**config.mk**
```make
export PLATFORM = sky130hd
export DESIGN_NAME = rope_cordic
export DESIGN_NICKNAME = d
export VERILOG_FILES = /design/src/rope_pkg.sv /design/src/rope_cordic.sv
export SDC_FILE = /design/constraint.sdc
export NUM_CORES = 2
export LEC_CHECK = 0
export ABC_CLOCK_PERIOD_IN_PS = 7900
export BUFFER_PORTS_ARGS = -buffer_cell sky130_fd_sc_hd__buf_2
export CORE_UTILIZATION = 35
export DETAILED_ROUTE_END_ITERATION = 16
export GPL_TIMING_DRIVEN = 0
export PLACE_DENSITY = 0.59
export SETUP_SLACK_MARGIN = 0.15
export SLEW_MARGIN = 0
export SYNTH_ARGS = -nofsm -noshare
export SYNTH_HDL_FRONTEND = slang
export SYNTH_SLANG_ARGS = --single-unit
```
**constraint.sdc**
```tcl
create_clock -name clk -period 7.9 [get_ports clk]
set_input_delay 1.58 -clock clk [delete_from_list [all_inputs] [get_ports clk]]
set_output_delay 1.58 -clock clk [all_outputs]
set_load 0.1 [all_outputs]
```
**src/rope_pkg.sv**
```systemverilog
`timescale 1ns / 1ps
// ----------------------------------------------------------------------------
// Rotary embedding package
// Shared constants, configuration register indexes, reset values and the
// constant tables used by the rotary embedding pipeline.
// ----------------------------------------------------------------------------
package rope_pkg;

	localparam int HEAD_PAIRS_DEF    = 64;
	localparam int DATA_WIDTH_DEF    = 16;
	localparam int CORDIC_STAGES_DEF = 16;

	localparam int POS_W    = 16;
	localparam int IDX_W    = 6;
	localparam int STEP_W   = 20;
	localparam int RPAIRS_W = 7;
	localparam int CFG_IDX_W  = 2;
	localparam int CFG_DATA_W = 20;

	localparam logic [CFG_IDX_W-1:0] CFG_FREQ_STEP  = 2'd0;
	localparam logic [CFG_IDX_W-1:0] CFG_ROT_PAIRS  = 2'd1;
	localparam logic [CFG_IDX_W-1:0] CFG_POS_OFFSET = 2'd2;

	localparam logic [STEP_W-1:0]   FREQ_STEP_RESET  = 20'd13607;
	localparam logic [RPAIRS_W-1:0] ROT_PAIRS_RESET  = 7'd64;
	localparam logic [POS_W-1:0]    POS_OFFSET_RESET = 16'd0;

	// Fraction bits of the frequency exponent, one mantissa stage each.
	localparam int MANT_BITS = 16;
	// Internal CORDIC datapath width (Q1.30 plus headroom).
	localparam int CW = 34;
	localparam int ATAN_ENTRIES = 24;

	localparam logic [29:0] INV_TWO_PI_Q32  = 30'd683565276;
	localparam logic [31:0] CORDIC_GAIN_Q30 = 32'd652032874;

	typedef logic [31:0] atan_tab_t [0:ATAN_ENTRIES-1];
	localparam atan_tab_t ATAN_TURNS = '{
		32'h20000000, 32'h12E4051E, 32'h09FB385B, 32'h051111D4, 32'h028B0D43,
		32'h0145D7E1, 32'h00A2F61E, 32'h00517C55, 32'h0028BE53, 32'h00145F2F,
		32'h000A2F98, 32'h000517CC, 32'h00028BE6, 32'h000145F3, 32'h0000A2FA,
		32'h0000517D, 32'h000028BE, 32'h0000145F, 32'h00000A30, 32'h00000518,
		32'h0000028C, 32'h00000146, 32'h000000A3, 32'h00000051
	};

	// Roots 2^(-2^-k) in Q0.32, each the integer square root of the previous
	// one scaled by 2^32. Evaluated at elaboration only.
	typedef logic [31:0] root_tab_t [0:MANT_BITS];

	function automatic longint unsigned isqrt64(input longint unsigned n_in);
		longint unsigned n;
		longint unsigned res;
		longint unsigned b;
		n   = n_in;
		res = 0;
		b   = 64'h4000_0000_0000_0000;
		for (int i = 0; i < 32; i++) begin
			if (n >= res + b) begin
				n   = n - (res + b);
				res = (res >> 1) + b;
			end else begin
				res = res >> 1;
			end
			b = b >> 2;
		end
		return res;
	endfunction

	function automatic root_tab_t build_roots();
		root_tab_t t;
		longint unsigned v;
		v = 64'h8000_0000;
		t[0] = v[31:0];
		for (int k = 1; k <= MANT_BITS; k++) begin
			v = isqrt64(v << 32);
			t[k] = v[31:0];
		end
		return t;
	endfunction

	localparam root_tab_t ROOT_TABLE = build_roots();

endpackage

```
**src/rope_cordic.sv**
```systemverilog
`timescale 1ns / 1ps
// ----------------------------------------------------------------------------
// Rotation CORDIC
// Pipelined circular CORDIC, one micro-rotation per stage, angle in turns.
// ----------------------------------------------------------------------------
module rope_cordic import rope_pkg::*; #(
	parameter int STAGES = CORDIC_STAGES_DEF,
	parameter int SIDE_W = 1
) (
	input  logic                 clk,
	input  logic [STAGES-1:0]    en,
	input  logic signed [CW-1:0] z_in,
	input  logic [SIDE_W-1:0]    side_in,
	output logic signed [CW-1:0] cx_out,
	output logic signed [CW-1:0] cy_out,
	output logic [SIDE_W-1:0]    side_out
);

	logic signed [CW-1:0] cx_s   [0:STAGES-1];
	logic signed [CW-1:0] cy_s   [0:STAGES-1];
	logic signed [CW-1:0] z_s    [0:STAGES-1];
	logic [SIDE_W-1:0]    side_s [0:STAGES-1];

	for (genvar i = 0; i < STAGES; i++) begin : g_stage
		logic signed [CW-1:0] cx_prev, cy_prev, z_prev, dx, dy, at;
		logic [SIDE_W-1:0]    side_prev;

		if (i == 0) begin : g_first
			assign cx_prev   = $signed(CW'(CORDIC_GAIN_Q30));
			assign cy_prev   = '0;
			assign z_prev    = z_in;
			assign side_prev = side_in;
		end else begin : g_next
			assign cx_prev   = cx_s[i-1];
			assign cy_prev   = cy_s[i-1];
			assign z_prev    = z_s[i-1];
			assign side_prev = side_s[i-1];
		end

		assign dx = cy_prev >>> i;
		assign dy = cx_prev >>> i;
		assign at = $signed(CW'(ATAN_TURNS[i]));

		always_ff @(posedge clk) begin
			if (en[i]) begin
				if (!z_prev[CW-1]) begin
					cx_s[i] <= cx_prev - dx;
					cy_s[i] <= cy_prev + dy;
					z_s[i]  <= z_prev - at;
				end else begin
					cx_s[i] <= cx_prev + dx;
					cy_s[i] <= cy_prev - dy;
					z_s[i]  <= z_prev + at;
				end
				side_s[i] <= side_prev;
			end
		end
	end

	assign cx_out   = cx_s[STAGES-1];
	assign cy_out   = cy_s[STAGES-1];
	assign side_out = side_s[STAGES-1];

endmodule
```
==> run metrics <==
status finished, final reports clean; Worst Path Arrival 7.43 ns; mux share of post-synthesis cell area 0.839%; crit path kind in2reg; largest net degree at the start of global routing 69; Worst-Margin Slew 1.33 ns; worst skew pair latency 0.92 ns; final cell count without fillers 17.6k; Synth Net Count 14.1k; TritonCTS Buffers 185; unrepaired setup endpoints after global routing false; fillers 34.5k; DR WL met3 11000 um; Post-Route Utilization roughly 39%; total area of sequential cells 0.0447 mm^2; max-slew violations 0; CP startpoint kind input pin; Syn. warnings 0; DRC violations left 0; Setup violations, final 0; area of the core 0.349 mm^2; Routed Antenna Nets 0; Global Route Usage Sum between 10% and 20%; Unique masters post-synth 93; Post-synth EDFFs 1487; met2 WL 154000 um; Hold Crit Depth 0; setup bufs post-CTS 0; die width roughly 590 um; root buf cell clkbuf_16; P&R area growth vs syn 10.6%; first-pass GRT wire length 491000 um; top layer in use met5; largest family of logic cells by synthesized area compound AO/OA/AOI/OAI gates; xor-xnor portion of the synthesized cell area approximately an eighth; endpoints failing hold 0; I/O Pins 121; Slew headroom 11.2%; Seq/Total Area, Yosys 36.3%; Hold Crit Class reg2reg; Setup Skew 0.112 ns; Die Y 595 um; IO Port Bufs 120; CP most frequent cell a21oi_1; drt wl/cell 17.6 um; Max-cap violations 0; Setup TNS 0 ns; post-CTS sizing 0; synthesized-area fraction occupied by adder cells between 10% and 20%; DP HPWL about 250000 um; gr ovfl total 0; critical path data required time 8.49 ns; commonest cells after routing, fill and taps aside 1487 x edfxtp_1, 1394 x ha_1, 1292 x a21oi_1; DR vias/cell approximately 5.3; Post-Syn Area 0.123 mm^2; fmax roughly 150 MHz; Syn Area/Cell 9.78 um^2; drt first-iter violations between 5k and 6k; Post-synth ARST share 0%; Post-Synth Simple-Gate Area roughly 12%; Reg2Reg Depth 18; number of H-tree levels 4; CTS Sinks ~1.5k; Initial Util a little over a third; area occupied by multi-input gates 0.0752 mm^2; vias in the first global route 89.7k; NumNets Final 14.4k; fraction of layout instances using a drive strength above 1 ~5.1%; slowest CP cell a2111oi_0; CP peak stage delay 0.67 ns; DIE AREA ~0.35 mm^2; Worst-path clk slew 0.06 ns; Pre-Repair DR Iteration Count 6; WL final 310000 um; routed vias 93.1k; Worst setup EP type register; clock buffer depth 4; critical path, cell by cell buf_2 > nand2_1 > inv_1 > clkbuf_1 > clkbuf_1 > nor2_1 > xnor2_1 > ha_1 > o21a_1 > o31ai_1 > a21oi_1 > o21ai_0 > o21ai_0 > a21oi_1 > a21oi_1 > and4_1 > a2111oi_0 > a21oi_1 > xnor2_1; # rows approximately 220; crit share post-route between 80% and 90%; CTS tree built; Final Wtd Congestion 0.924; cell count after synthesis 12.6k; # hold bufs at CTS 0; WL met1 133000 um; fin crit period 6.84 ns; Compound-Gate Fraction of Synth Area 19.9%; commonest non-fill, non-tap cell in the layout edfxtp_1; placed cell count 17.3k; crit-path max FO 10; Yosys reg bits 1487; initial antenna violation count 14; ys flop type edfxtp_1
==> state kept, by name (all words and copies together), names as in the netlist <==
register and flops:
cy_s 511, cx_s 484, z_s 476, side_s 16
==> critical path: cells and delay by family <==
kind / cells / cell delay (ns)
buffers and inverters: 4 / 1.37
AO/OA/AOI/OAI: 9 / 2.88
AND/OR/NAND/NOR: 3 / 0.63
adder cells (fa/ha/maj): 1 / 0.37
XOR/XNOR: 2 / 0.58
==> cells in the mapped netlist, drive strengths merged (108+ instances only) <==
cell type  number  share of area [%]
a211oi        108               0.66
a21o          639                3.9
a21oi        1292                5.3
a31oi         116               0.59
clkbuf        135               0.41
edfxtp       1487                 36
ha           1394                 14
inv           521                1.6
nand2         663                2.0
nand2b        218                1.1
nand3         205               0.83
nor2          919                2.8
nor2b         181               0.92
nor3          277                1.1
o21a          197                1.2
o21ai         664                2.7
o21bai        190                1.2
o31ai         145               0.90
xnor2        1246                8.9
xor2          629                4.5
==> per-stage QoR <==
stage	setup WS, ns	hold slack (ns)	cell area, um^2
2_1_floorplan	1.95	0.400	123000
3_3_place_gp	-0.433	0.404	129000
3_5_place_dp	0.0371	0.405	130000
4_1_cts	0.963	0.379	136000
5_1_grt	0.634	0.394	136000
6_report	1.06	0.403	136000
==> logic make-up (layout without fill, tap and decap cells) <==
group	after synthesis	after routing
AOI/OAI and AO/OA	3851	3851
and+or+nand+nor	3056	3056
xor gates and xnor gates	1875	1875
DFF	1487	1487
adders and majority gates	1440	1440
buffers and inverters	761	1236
muxes	99	99
other	0	6
==> layout make-up <==
| cell class | count | area share (%) |
|---|---|---|
| well taps | 4599 | 4.23 |
| multi-input cells | 10300 | 55.3 |
| flip-flops and latches | 1487 | 32.8 |
| clock inverters | 131 | 1.02 |
| inverters | 528 | 1.46 |
| diodes | 6 | 0.0110 |
| repair buffers | 136 | 0.760 |
| plain buffers | 233 | 0.892 |
| clock buffers | 208 | 3.50 |
==> routing by layer <==
| metal | global-route usage [%] | up-vias |
|---|---|---|
| met3 | 1.81 | 529 |
| met1 | 20.5 | 43400 |
| met5 | 0 | - |
| met2 | 31.1 | 1691 |
| met4 | 6.54 | 4 |
| li1 | - | 47500 |
==> final timing paths <==
kind | start | endpoint | slack [ns]
hold / removal | side_s[0][7]$_DFFE_PP_ | side_s[1][0]$_DFFE_PP_ | 0.40
hold reg to reg | side_s[0][7]$_DFFE_PP_ | side_s[1][0]$_DFFE_PP_ | 0.40
setup reg to reg | z_s[0][237]$_DFFE_PP_ | cy_s[0][271]$_DFFE_PP_ | 1.54
setup / recovery | en[7] | cy_s[0][271]$_DFFE_PP_ | 1.06
Power is left out: the tool's default activity adds up to more than one toggle a clock period on the data nets, which glitch-free logic cannot reach.
